===== src/rtl/b58_pkg.sv =====
// Shared types, constants and the alphabet lookup of the Base58 encoder.
package b58_pkg;

  // Input request and output character payloads.
  typedef struct packed {
    logic [7:0] data_byte;
    logic       final_byte;
  } b58_in_t;

  typedef struct packed {
    logic [6:0] out_char;
    logic       out_last;
    logic       overflow;
  } b58_out_t;

  // Queue entry between front and back, tagged by the front.
  typedef struct packed {
    logic [7:0] data_byte;
    logic       final_byte;
    logic       is_zero;
  } b58_item_t;

  typedef struct packed {
    logic      valid;
    b58_item_t item;
  } b58_q_t;

  // Back-end status seen by the top level.
  typedef struct packed {
    logic emit_last;
    logic idle;
    logic store_empty;
  } b58_status_t;

  localparam int QDEPTH = 2;

  // value / 58 == (value * RECIP) >> RECIP_SHIFT for value < 16384
  localparam int RECIP       = 1130;
  localparam int RECIP_SHIFT = 16;

  localparam logic [6:0] CHAR_ONE = 7'h31;

  function automatic logic [6:0] b58_char(input logic [5:0] d);
    logic [6:0] dx;
    logic [6:0] ch;
    dx = {1'b0, d};
    case (d) inside
      [6'd0:6'd8]:   ch = dx + 7'd49;
      [6'd9:6'd16]:  ch = dx + 7'd56;
      [6'd17:6'd21]: ch = dx + 7'd57;
      [6'd22:6'd32]: ch = dx + 7'd58;
      [6'd33:6'd43]: ch = dx + 7'd64;
      [6'd44:6'd57]: ch = dx + 7'd65;
      default:       ch = CHAR_ONE;
    endcase
    return ch;
  endfunction

endpackage


===== src/rtl/b58_stream_if.sv =====
// Valid/ready stream interface carrying one payload per request.
interface b58_stream_if #(
  parameter type T = logic
) ();
  logic valid;
  logic ready;
  T     data;

  modport source (output valid, output data, input ready);
  modport sink   (input valid, input data, output ready);
endinterface


===== src/rtl/b58_back.sv =====
// Back end: folds bytes into the base-58 digit memory, then emits the characters.
module b58_back #(
  parameter int MAX_BYTES  = 32,
  parameter int MAX_DIGITS = 45
) (
  input  logic                  clk_i,
  input  logic                  rst_ni,
  input  b58_pkg::b58_q_t       q_i,
  output logic                  pop_o,
  b58_stream_if.source          out_o,
  output b58_pkg::b58_status_t  status_o
);
  import b58_pkg::*;

  localparam int AW = (MAX_DIGITS > 1) ? $clog2(MAX_DIGITS) : 1;
  localparam int CW = $clog2(MAX_DIGITS + 1);
  localparam int BW = $clog2(MAX_BYTES + 1);

  typedef enum logic [5:0] {
    ST_IDLE     = 6'b000001,
    ST_FOLD     = 6'b000010,
    ST_SCAN_RD  = 6'b000100,
    ST_SCAN_CHK = 6'b001000,
    ST_EMIT_RD  = 6'b010000,
    ST_EMIT     = 6'b100000
  } b58_state_e;

  b58_state_e     state_q, state_d;
  logic [CW-1:0]  used_q, used_d;
  logic [BW-1:0]  zrun_q, zrun_d;
  logic           seen_q, seen_d;
  logic [BW-1:0]  bytes_q, bytes_d;
  logic           ovf_q, ovf_d;
  logic [CW-1:0]  idx_q, idx_d;
  logic [7:0]     carry_q, carry_d;
  logic           fin_q, fin_d;
  logic [CW-1:0]  sig_q, sig_d;
  logic [BW-1:0]  zl_q, zl_d;
  logic           first_q, first_d;
  logic           ov_q, ov_d;
  b58_out_t       odata_q, odata_d;

  // digit memory, index 0 least significant
  logic [5:0]     mem [MAX_DIGITS];
  logic [5:0]     rdata_q;
  logic           we, re;
  logic [AW-1:0]  waddr, raddr;
  logic [5:0]     wdata;

  logic [5:0]     digit;
  logic [13:0]    val;
  logic [24:0]    prod;
  logic [7:0]     quot;
  logic [13:0]    rem;
  logic [CW-1:0]  idx_n;
  logic [CW-1:0]  sig_m1;
  logic           fold_go;
  logic           obuf_free;
  logic           load, last;

  assign obuf_free = !ov_q || out_o.ready;
  assign sig_m1    = sig_q - 1'b1;
  assign idx_n     = idx_q + 1'b1;

  // one digit of digit*256 + carry, split by 58
  always_comb begin
    digit = (idx_q < used_q) ? rdata_q : 6'd0;
    val   = {digit, 8'h00} + {6'd0, carry_q};
    prod  = 25'(val) * 25'(RECIP);
    quot  = prod[RECIP_SHIFT+7:RECIP_SHIFT];
    rem   = val - ({1'b0, quot, 5'd0} + {2'b0, quot, 4'd0}
                 + {3'b0, quot, 3'd0} + {5'b0, quot, 1'b0});
  end

  always_comb begin
    state_d = state_q;
    used_d  = used_q;
    zrun_d  = zrun_q;
    seen_d  = seen_q;
    bytes_d = bytes_q;
    ovf_d   = ovf_q;
    idx_d   = idx_q;
    carry_d = carry_q;
    fin_d   = fin_q;
    sig_d   = sig_q;
    zl_d    = zl_q;
    first_d = first_q;
    ov_d    = ov_q && !out_o.ready;
    odata_d = odata_q;
    pop_o   = 1'b0;
    we      = 1'b0;
    waddr   = idx_q[AW-1:0];
    wdata   = rem[5:0];
    re      = 1'b0;
    raddr   = '0;
    fold_go = 1'b0;
    load    = 1'b0;
    last    = 1'b0;

    case (state_q)
      ST_IDLE: begin
        if (q_i.valid) begin
          pop_o = 1'b1;
          fin_d = q_i.item.final_byte;
          if (bytes_q < BW'(MAX_BYTES)) begin
            bytes_d = bytes_q + 1'b1;
            if (!seen_q && q_i.item.is_zero) begin
              zrun_d = zrun_q + 1'b1;
            end else begin
              seen_d  = 1'b1;
              fold_go = !q_i.item.is_zero || (used_q != '0);
            end
          end else begin
            ovf_d = 1'b1;
          end
          if (fold_go) begin
            idx_d   = '0;
            carry_d = q_i.item.data_byte;
            re      = 1'b1;
            state_d = ST_FOLD;
          end else if (q_i.item.final_byte) begin
            sig_d   = used_q;
            zl_d    = zrun_d;
            first_d = 1'b1;
            state_d = ST_SCAN_RD;
          end
        end
      end
      ST_FOLD: begin
        we = 1'b1;
        if ((idx_n < CW'(MAX_DIGITS)) && ((quot != 8'd0) || (idx_n < used_q))) begin
          idx_d   = idx_n;
          carry_d = quot;
          re      = 1'b1;
          raddr   = idx_n[AW-1:0];
        end else begin
          used_d = idx_n;
          if (fin_q) begin
            sig_d   = idx_n;
            zl_d    = zrun_q;
            first_d = 1'b1;
            state_d = ST_SCAN_RD;
          end else begin
            state_d = ST_IDLE;
          end
        end
      end
      ST_SCAN_RD: begin
        if (sig_q == '0) begin
          state_d = ST_EMIT_RD;
        end else begin
          re      = 1'b1;
          raddr   = sig_m1[AW-1:0];
          state_d = ST_SCAN_CHK;
        end
      end
      ST_SCAN_CHK: begin
        // drop leading zero digits
        if (rdata_q == 6'd0) begin
          sig_d   = sig_m1;
          state_d = ST_SCAN_RD;
        end else begin
          state_d = ST_EMIT_RD;
        end
      end
      ST_EMIT_RD: begin
        if ((zl_q == '0) && (sig_q == '0)) begin
          used_d  = '0;
          zrun_d  = '0;
          seen_d  = 1'b0;
          bytes_d = '0;
          ovf_d   = 1'b0;
          state_d = ST_IDLE;
        end else begin
          re      = (sig_q != '0);
          raddr   = sig_m1[AW-1:0];
          state_d = ST_EMIT;
        end
      end
      ST_EMIT: begin
        // the final byte carries the first character; later requests one each
        if ((first_q || q_i.valid) && obuf_free) begin
          pop_o   = !first_q;
          first_d = 1'b0;
          load    = 1'b1;
          if (zl_q != '0) begin
            odata_d.out_char = CHAR_ONE;
            zl_d = zl_q - 1'b1;
          end else begin
            odata_d.out_char = b58_char(rdata_q);
            sig_d = sig_m1;
          end
          last             = (zl_d == '0) && (sig_d == '0);
          odata_d.out_last = last;
          odata_d.overflow = ovf_q;
          ov_d             = 1'b1;
          if (last) begin
            used_d  = '0;
            zrun_d  = '0;
            seen_d  = 1'b0;
            bytes_d = '0;
            ovf_d   = 1'b0;
            state_d = ST_IDLE;
          end else begin
            state_d = ST_EMIT_RD;
          end
        end
      end
      default: begin
        state_d = ST_IDLE;
      end
    endcase
  end

  always_ff @(posedge clk_i or negedge rst_ni) begin
    if (!rst_ni) begin
      state_q <= ST_IDLE;
      used_q  <= '0;
      zrun_q  <= '0;
      seen_q  <= 1'b0;
      bytes_q <= '0;
      ovf_q   <= 1'b0;
      fin_q   <= 1'b0;
      sig_q   <= '0;
      zl_q    <= '0;
      first_q <= 1'b0;
      ov_q    <= 1'b0;
    end else begin
      state_q <= state_d;
      used_q  <= used_d;
      zrun_q  <= zrun_d;
      seen_q  <= seen_d;
      bytes_q <= bytes_d;
      ovf_q   <= ovf_d;
      fin_q   <= fin_d;
      sig_q   <= sig_d;
      zl_q    <= zl_d;
      first_q <= first_d;
      ov_q    <= ov_d;
    end
  end

  always_ff @(posedge clk_i) begin
    idx_q   <= idx_d;
    carry_q <= carry_d;
    odata_q <= odata_d;
  end

  always_ff @(posedge clk_i) begin
    if (we) begin
      mem[waddr] <= wdata;
    end
    if (re) begin
      rdata_q <= mem[raddr];
    end
  end

  assign out_o.valid = ov_q;
  assign out_o.data  = odata_q;

  assign status_o.emit_last   = load && last;
  assign status_o.idle        = (state_q == ST_IDLE);
  assign status_o.store_empty = (used_q == '0);

endmodule


===== src/flat_wrapper.sv =====
// flat-port wrapper written by rule: the top's interface ports become plain ports
module b58_back_flat import b58_pkg::*;
#(
  parameter int MAX_BYTES  = 32,
  parameter int MAX_DIGITS = 45
)
  (clk_i, rst_ni, q_i, pop_o, status_o, out_o_valid, out_o_data, out_o_ready);
  b58_stream_if out_o_i ();
  input  logic clk_i;
  input  logic rst_ni;
  input  b58_pkg::b58_q_t q_i;
  output logic pop_o;
  output b58_pkg::b58_status_t status_o;
  output wire logic [$bits(out_o_i.valid)-1:0] out_o_valid;
  output wire logic [$bits(out_o_i.data)-1:0] out_o_data;
  input wire logic [$bits(out_o_i.ready)-1:0] out_o_ready;
  assign out_o_valid = out_o_i.valid;
  assign out_o_data = out_o_i.data;
  assign out_o_i.ready = out_o_ready;
  b58_back #(.MAX_BYTES(MAX_BYTES), .MAX_DIGITS(MAX_DIGITS)) u_core (.clk_i(clk_i), .rst_ni(rst_ni), .q_i(q_i), .pop_o(pop_o), .out_o(out_o_i), .status_o(status_o));
endmodule

===== config.mk =====
export PLATFORM = sky130hd
export DESIGN_NAME = b58_back_flat
export DESIGN_NICKNAME = d
export VERILOG_FILES = /design/src/rtl/b58_pkg.sv /design/src/rtl/b58_stream_if.sv /design/src/rtl/b58_back.sv /design/src/flat_wrapper.sv
export SDC_FILE = /design/constraint.sdc
export NUM_CORES = 1
export LEC_CHECK = 0
export BUFFER_PORTS_ARGS = -buffer_cell sky130_fd_sc_hd__buf_4
export CAP_MARGIN = 0
export CORE_MARGIN = 10
export CORE_UTILIZATION = 60
export DETAILED_ROUTE_END_ITERATION = 12
export PLACE_DENSITY = 0.76
export SLEW_MARGIN = 20
export SYNTH_ARGS = -nofsm -noshare
export SYNTH_HDL_FRONTEND = slang
export SYNTH_SLANG_ARGS = --single-unit

===== constraint.sdc =====
create_clock -name clk_i -period 11.7 [get_ports clk_i]
set_input_delay 0 -clock clk_i [delete_from_list [all_inputs] [get_ports clk_i]]
set_output_delay 0 -clock clk_i [all_outputs]
set_load 0.01 [all_outputs]

-- Word-level counts from Yosys, hierarchy flattened
Memory sizes are Yosys's and may differ from the RTL's. A register that Yosys moved wholly into a read port is not among the register bits.
Index checks and enable logic that the tools add are counted.
Widths: inputs -> output; s select.
- register bits: 56
- logic and storage cells: 189
- bits in latches: 0
- memories: 1
- memory bits (read-only): 0
- bits of input ports: 14
- RAM bits: 270
- add/subtract/negate cells: 10
- bitwise operators: 0
- $lt $le $gt $ge: 4
- equal/unequal tests: 21
- shift-type cells: 0
- $mul: 1
- muxes and demuxes: 96
- reduce and logical (&&, ||, !) cells: 42
- divide/modulo/power cells: 0
- memory list (memory ; words ; width ; read ports ; clocked after memory_dff ; write ports ; line ; RTL):
    u_core.mem ; 45 ; 6 ; 1 ; 1 ; 1 ; b58_back.sv:44 ; logic [5:0] mem [MAX_DIGITS];
- operators by type and width (cell ; count):
    $mux 6 ; 41
    $pmux 6 s3 ; 5
    $logic_not 6->1 ; 6
    $pmux 6 s6 ; 1
    $mux 1 ; 34
    $mux 8 ; 3
    $pmux 6 s4 ; 1
    $mul 14x10->23 const B ; 1
    $add 6x1->6 const B ; 3
    $add 6x6->6 ; 3
    $reduce_bool 6->1 ; 3
    $ne 2x1->1 const B ; 8
    $pmux 8 s2 ; 1
    $mux 5 ; 3
    $add 14x8->14 ; 1
    $reduce_and 7->1 ; 2
    $lt 6x6->1 ; 2
    $lt 6x6->1 const B ; 2
    $ne 2x2->1 const B ; 6
    $pmux 6 s2 ; 1
    $reduce_and 6->1 ; 2
    $sub 6x1->6 const B ; 2
    $reduce_and 5->1 ; 2
    $pmux 1 s3 ; 3
    21 further kinds ; 38

-- Depth between registers and ports, before layout
- word-level depth: 10
- mapped depth: 33

-- Least setup slack after synthesis
No wires, ideal clock.
- path type: register to register
- start: reg u_core.used_q[3]
- end: mem u_core.mem[0][5] (data pin)
- cell stages (with the launch flop): 31
- setup slack: 2692 ps
- setup time: 461 ps
- period minus slack after synthesis: 9008 ps
- data arrival time: 8547 ps
- required time: 11239 ps
- path through: dfrtp_1 inv_1 ha_1 a2111oi_0 o21ai_1 nand2_1 and2_1 ha_1 ha_1 fa_1 fa_1 inv_1 fa_1 inv_1 ha_1 and4_1 a221oi_1 and3_1 o21ai_0 xnor2_1 fa_1 inv_1 ha_1 ha_1 inv_1 ha_1 a21oi_1 xnor2_1 xnor2_1 xnor2_1 xnor2_1
- word-level cells in the longest chain between the ends: 8
- RTL lines (element ; line ; RTL):
    start, declared ; b58_back.sv:29 ; logic [CW-1:0] used_q, used_d;
    start signal, assigned ; b58_back.sv:230 ; used_q <= used_d;
    $lt 6x6->1 * ; b58_back.sv:67 ; digit = (idx_q < used_q) ? rdata_q : 6'd0;
    $mux 6 * ; b58_back.sv:67 ;
    $add 14x8->14 * ; b58_back.sv:68 ; val = {digit, 8'h00} + {6'd0, carry_q};
    $mul 14x10->23 * ; b58_back.sv:69 ; prod = 25'(val) * 25'(RECIP);
    $add 6x6->6 ; b58_back.sv:71 ; rem = val - ({1'b0, quot, 5'd0} + {2'b0, quot, 4'd0}
    $add 6x6->6 ; b58_back.sv:72 ; + {3'b0, quot, 3'd0} + {5'b0, quot, 1'b0});
    $add 6x6->6 * ; b58_back.sv:72 ;
    $sub 6x6->6 * ; b58_back.sv:71 ;
    named net u_core.rem[5] ; b58_back.sv:54 ; logic [13:0] rem;
    end, declared ; b58_back.sv:44 ;
Mark *: on every way through the listed nets, which the timed path passes. The rest lies on a longest branch.

-- Worst setup path after layout
- start: reg u_core.idx_q[3]
- end: reg u_core.rdata_q[0], read port of u_core.mem (data pin)
- word-level cells in the longest chain between the ends: 9
- RTL lines (element ; line ; RTL):
    start, declared ; b58_back.sv:34 ; logic [CW-1:0] idx_q, idx_d;
    start signal, assigned ; b58_back.sv:244 ; idx_q <= idx_d;
    $lt 6x6->1 ; b58_back.sv:67 ;
    $mux 6 ; b58_back.sv:67 ;
    $add 14x8->14 ; b58_back.sv:68 ;
    $mul 14x10->23 ; b58_back.sv:69 ;
    $reduce_bool 8->1 ; b58_back.sv:131 ; if ((idx_n < CW'(MAX_DIGITS)) && ((quot != 8'd0) || (idx_n < used_q))) begin
    $logic_or 1x1->1 ; b58_back.sv:131 ;
    $logic_and 1x1->1 ; b58_back.sv:131 ;
    $mux 1 or $mux 6 (tied branches) ; b58_back.sv:131 ;
    $pmux 1 s4 or $pmux 6 s3 (tied branches) ; b58_back.sv:100 ; case (state_q)
    end, declared ; b58_back.sv:45 ; logic [5:0] rdata_q;
Parallel ways exist; a longest one is shown, timed or not.
A chain may end at the register's enable or synchronous reset.

==> impl_metrics.csv <==
group,metric,value,unit
critical_path,path_delay_family,"compound AO/OA/AOI/OAI gates",
logic_synthesis,synth_enable_flop_cells,291,
timing,clock.fmax,104.1,MHz
critical_path,path_buf_inv,2,
timing,finalCriticalPeriod,9.602,ns
cts,cts.sinks,332,
cts,clk_path_buf_depth,3,
logic_synthesis,syn_nets,1725,
die,core_area,29800,µm²
flow_run,drv_cap,0,
global_route,grt_pass1_wl,75890,µm
die,die_area,37740,µm²
cts,cts_resized,0,
cts,cts_root_buf,"clkbuf_16",
global_route,antenna_found_initial,0,
route,via_per_inst,6.727,
place,placed_cells,1926,
cts,clk_latency,0.54,ns
logic_synthesis,synth.distinct_cells,92,
logic_synthesis,synthCells,1583,
finish,layout_commonest_cell,"edfxtp_1",
timing,relSlewSlack,21.33,%
logic_synthesis,ys_seq_area_share,53.59,%
critical_path,r2r_start,"u_core.idx_q[3]",
timing,period_share,82.07,%
critical_path,cp_max_fo,80,
cts,numCtsBuffers,36,
logic_synthesis,ys.flop_type,"edfxtp_1",
timing,holdWs,0.004353,ns
finish,nets,1731,
timing,rsz0062_at_grt,"no",
cts,h-tree-depth,2,
route,drc,0,
logic_synthesis,async_reset_ff_share,12.35,%
timing,tightest_slew,1.180,ns
die,die_w,194.3,µm
route,ant_nets,0,
critical_path,crit_path_max_incr_delay,0.86,ns
place,gp_congestion,0.9195,
critical_path,crit_start,"u_core.idx_q[3]",
finish,final_cells,2007,
finish,diodes,0,
logic_synthesis,yosysWarnings,0,
global_route,grt_remaining_overflow,0,
timing,skew,0.02438,ns
logic_synthesis,syn_avg_cell_area,11.51,µm²
die,rows,63,
global_route,grt_pass1_vias,13367,
critical_path,crit_top_cell,"ha_1",
critical_path,endpoint_kind,"flip-flop",
timing,slew_viol_final,0,
die,ios,20,
global_route,grt_max_degree,81,
finish,area_growth,10.06,%
critical_path,crit_path_start_kind,"flip-flop",
min_path,hp-class,"in -> async",
timing,hold_viol,0,
timing,setup_viol,0,
cts,cts_tree,"built",
die,die_y,194.3,µm
cts,cts.clk_slew.worst_paths,0.06,ns
logic_synthesis,ys_ff_latch,332,
global_route,track_usage,25.00,%
finish,layout_common_cells,"edfxtp_1 (291), nand2_1 (137), inv_1 (121)",
route,num_vias,13501,
critical_path,crit_type,"reg -> reg",
route,drtIter0Drc,1942,
route,routed_wl,48110,µm
critical_path,required,12.07,ns
logic_synthesis,syn_area,18220,µm²
place,dp_hpwl,31560,µm
route,dr.pass1.iters,6,
die,initial_core_util,61.16,%
critical_path,critPathSlowestCell,"a2111oi_0",
finish,fillers,2194,
finish,drive_gt1_share,8.163,%
timing,fin_setup_tns,0,ns
route,wl_per_cell,23.97,µm
critical_path,arrival,9.97,ns
outcome,status,"finished clean",
place,numPortBuffers,19,
## sequential cells by signal, summed over array words and instances (netlist names)
| register | count |
|---|---|
| u_core.zl_q | 6 |
| u_core.ovf_q | 1 |
| u_core.first_q | 1 |
| u_core.seen_q | 1 |
| u_core.carry_q | 8 |
| u_core.mem | 270 |
| u_core.idx_q | 6 |
| u_core.rdata_q | 6 |
| u_core.fin_q | 1 |
| u_core.out_o.data | 1 |
| u_core.zrun_q | 6 |
| u_core.used_q | 6 |
| u_core.bytes_q | 6 |
| u_core.sig_q | 6 |
| u_core.out_o.valid | 1 |
| u_core.state_q | 6 |
## cell type report
| class | count | area, µm² | area share (%) |
|---|---|---|---|
| clock inverter | 19 | 249.0 | 1.241 |
| tap | 390 | 488.0 | 2.433 |
| inverter | 121 | 454.2 | 2.265 |
| multi-input combinational | 1040 | 7652 | 38.16 |
| clock buffer | 47 | 973.4 | 4.854 |
| sequential | 332 | 9766 | 48.69 |
| timing repair buffer | 58 | 473.0 | 2.358 |
## metrics by stage
stage / instance area [µm²] / util (%) / setup slack (ns)
3_3_place_gp: 18680 / 62.70 / 2.500
2_1_floorplan: 18220 / - / 2.692
4_1_cts: 20060 / 67.31 / 2.116
3_5_place_dp: 18680 / 62.70 / 2.224
5_1_grt: 20060 / 67.31 / 1.332
6_report: 20060 / 67.31 / 2.098
## repair_timing
action / in CTS / in global routing
hold endpoints to repair: 58 / 0
hold buffers: 15 / 0
endpoints found under the setup margin: 0 / 0
setup buffers: 0 / 0
## Yosys cell counts (16+ instances only)
library cell	number	area (µm²)
xnor2_1	25	219.0
inv_1	121	454.2
clkbuf_1	42	157.7
ha_1	99	1239
a211oi_1	68	510.5
buf_2	34	170.2
nand2_1	137	514.2
o311a_1	24	240.2
a221oi_1	28	245.2
nor2_1	111	416.7
o21ai_0	68	340.3
a311oi_1	21	183.9
dfrtp_1	40	1001
a21oi_1	85	425.4
nand3_1	25	125.1
fa_1	29	580.6
nor3_1	22	110.1
edfxtp_1	291	8738
mux2i_1	29	290.3
a22oi_1	16	120.1
## path summary, 6_finish.rpt
kind                       cells after the start  slack (ns)           endpoint
hold reg to reg                                0        0.46  u_core.out_o.data
setup / recovery                              26        2.10  u_core.rdata_q[0]
min in group clk_i                             4        0.30  u_core.carry_q[4]
hold / removal                                 2       0.004  u_core.bytes_q[4]
max in group asynchronous                      2       11.31  u_core.state_q[0]
setup reg to reg                              26        2.10  u_core.rdata_q[0]
## logic make-up (layout without fill, tap and decap cells)
| logic type | after synthesis | count (layout) | share of synthesized area (%) |
|---|---|---|---|
| AND/OR/NAND/NOR | 402 | 402 | 10.65 |
| adder cells (fa/ha/maj) | 128 | 128 | 9.984 |
| AO/OA/AOI/OAI | 448 | 448 | 17.67 |
| XOR/XNOR | 32 | 32 | 1.614 |
| multiplexers | 30 | 30 | 1.655 |
| buffers and inverters | 211 | 245 | 4.834 |
| flip-flops | 332 | 332 | 53.59 |
## metal layers
| metal | global-route usage [%] | up-vias | wire length [µm] |
|---|---|---|---|
| met2 | 40.17 | 788 | 22570 |
| met1 | 33.03 | 6537 | 18670 |
| li1 | - | 6031 | - |
| met5 | 0 | - | 0 |
| met4 | 10.22 | 0 | 1992 |
| met3 | 4.270 | 145 | 4890 |
Power is left out: the tool's default activity adds up to more than one toggle a clock period on the data nets, which glitch-free logic cannot reach.
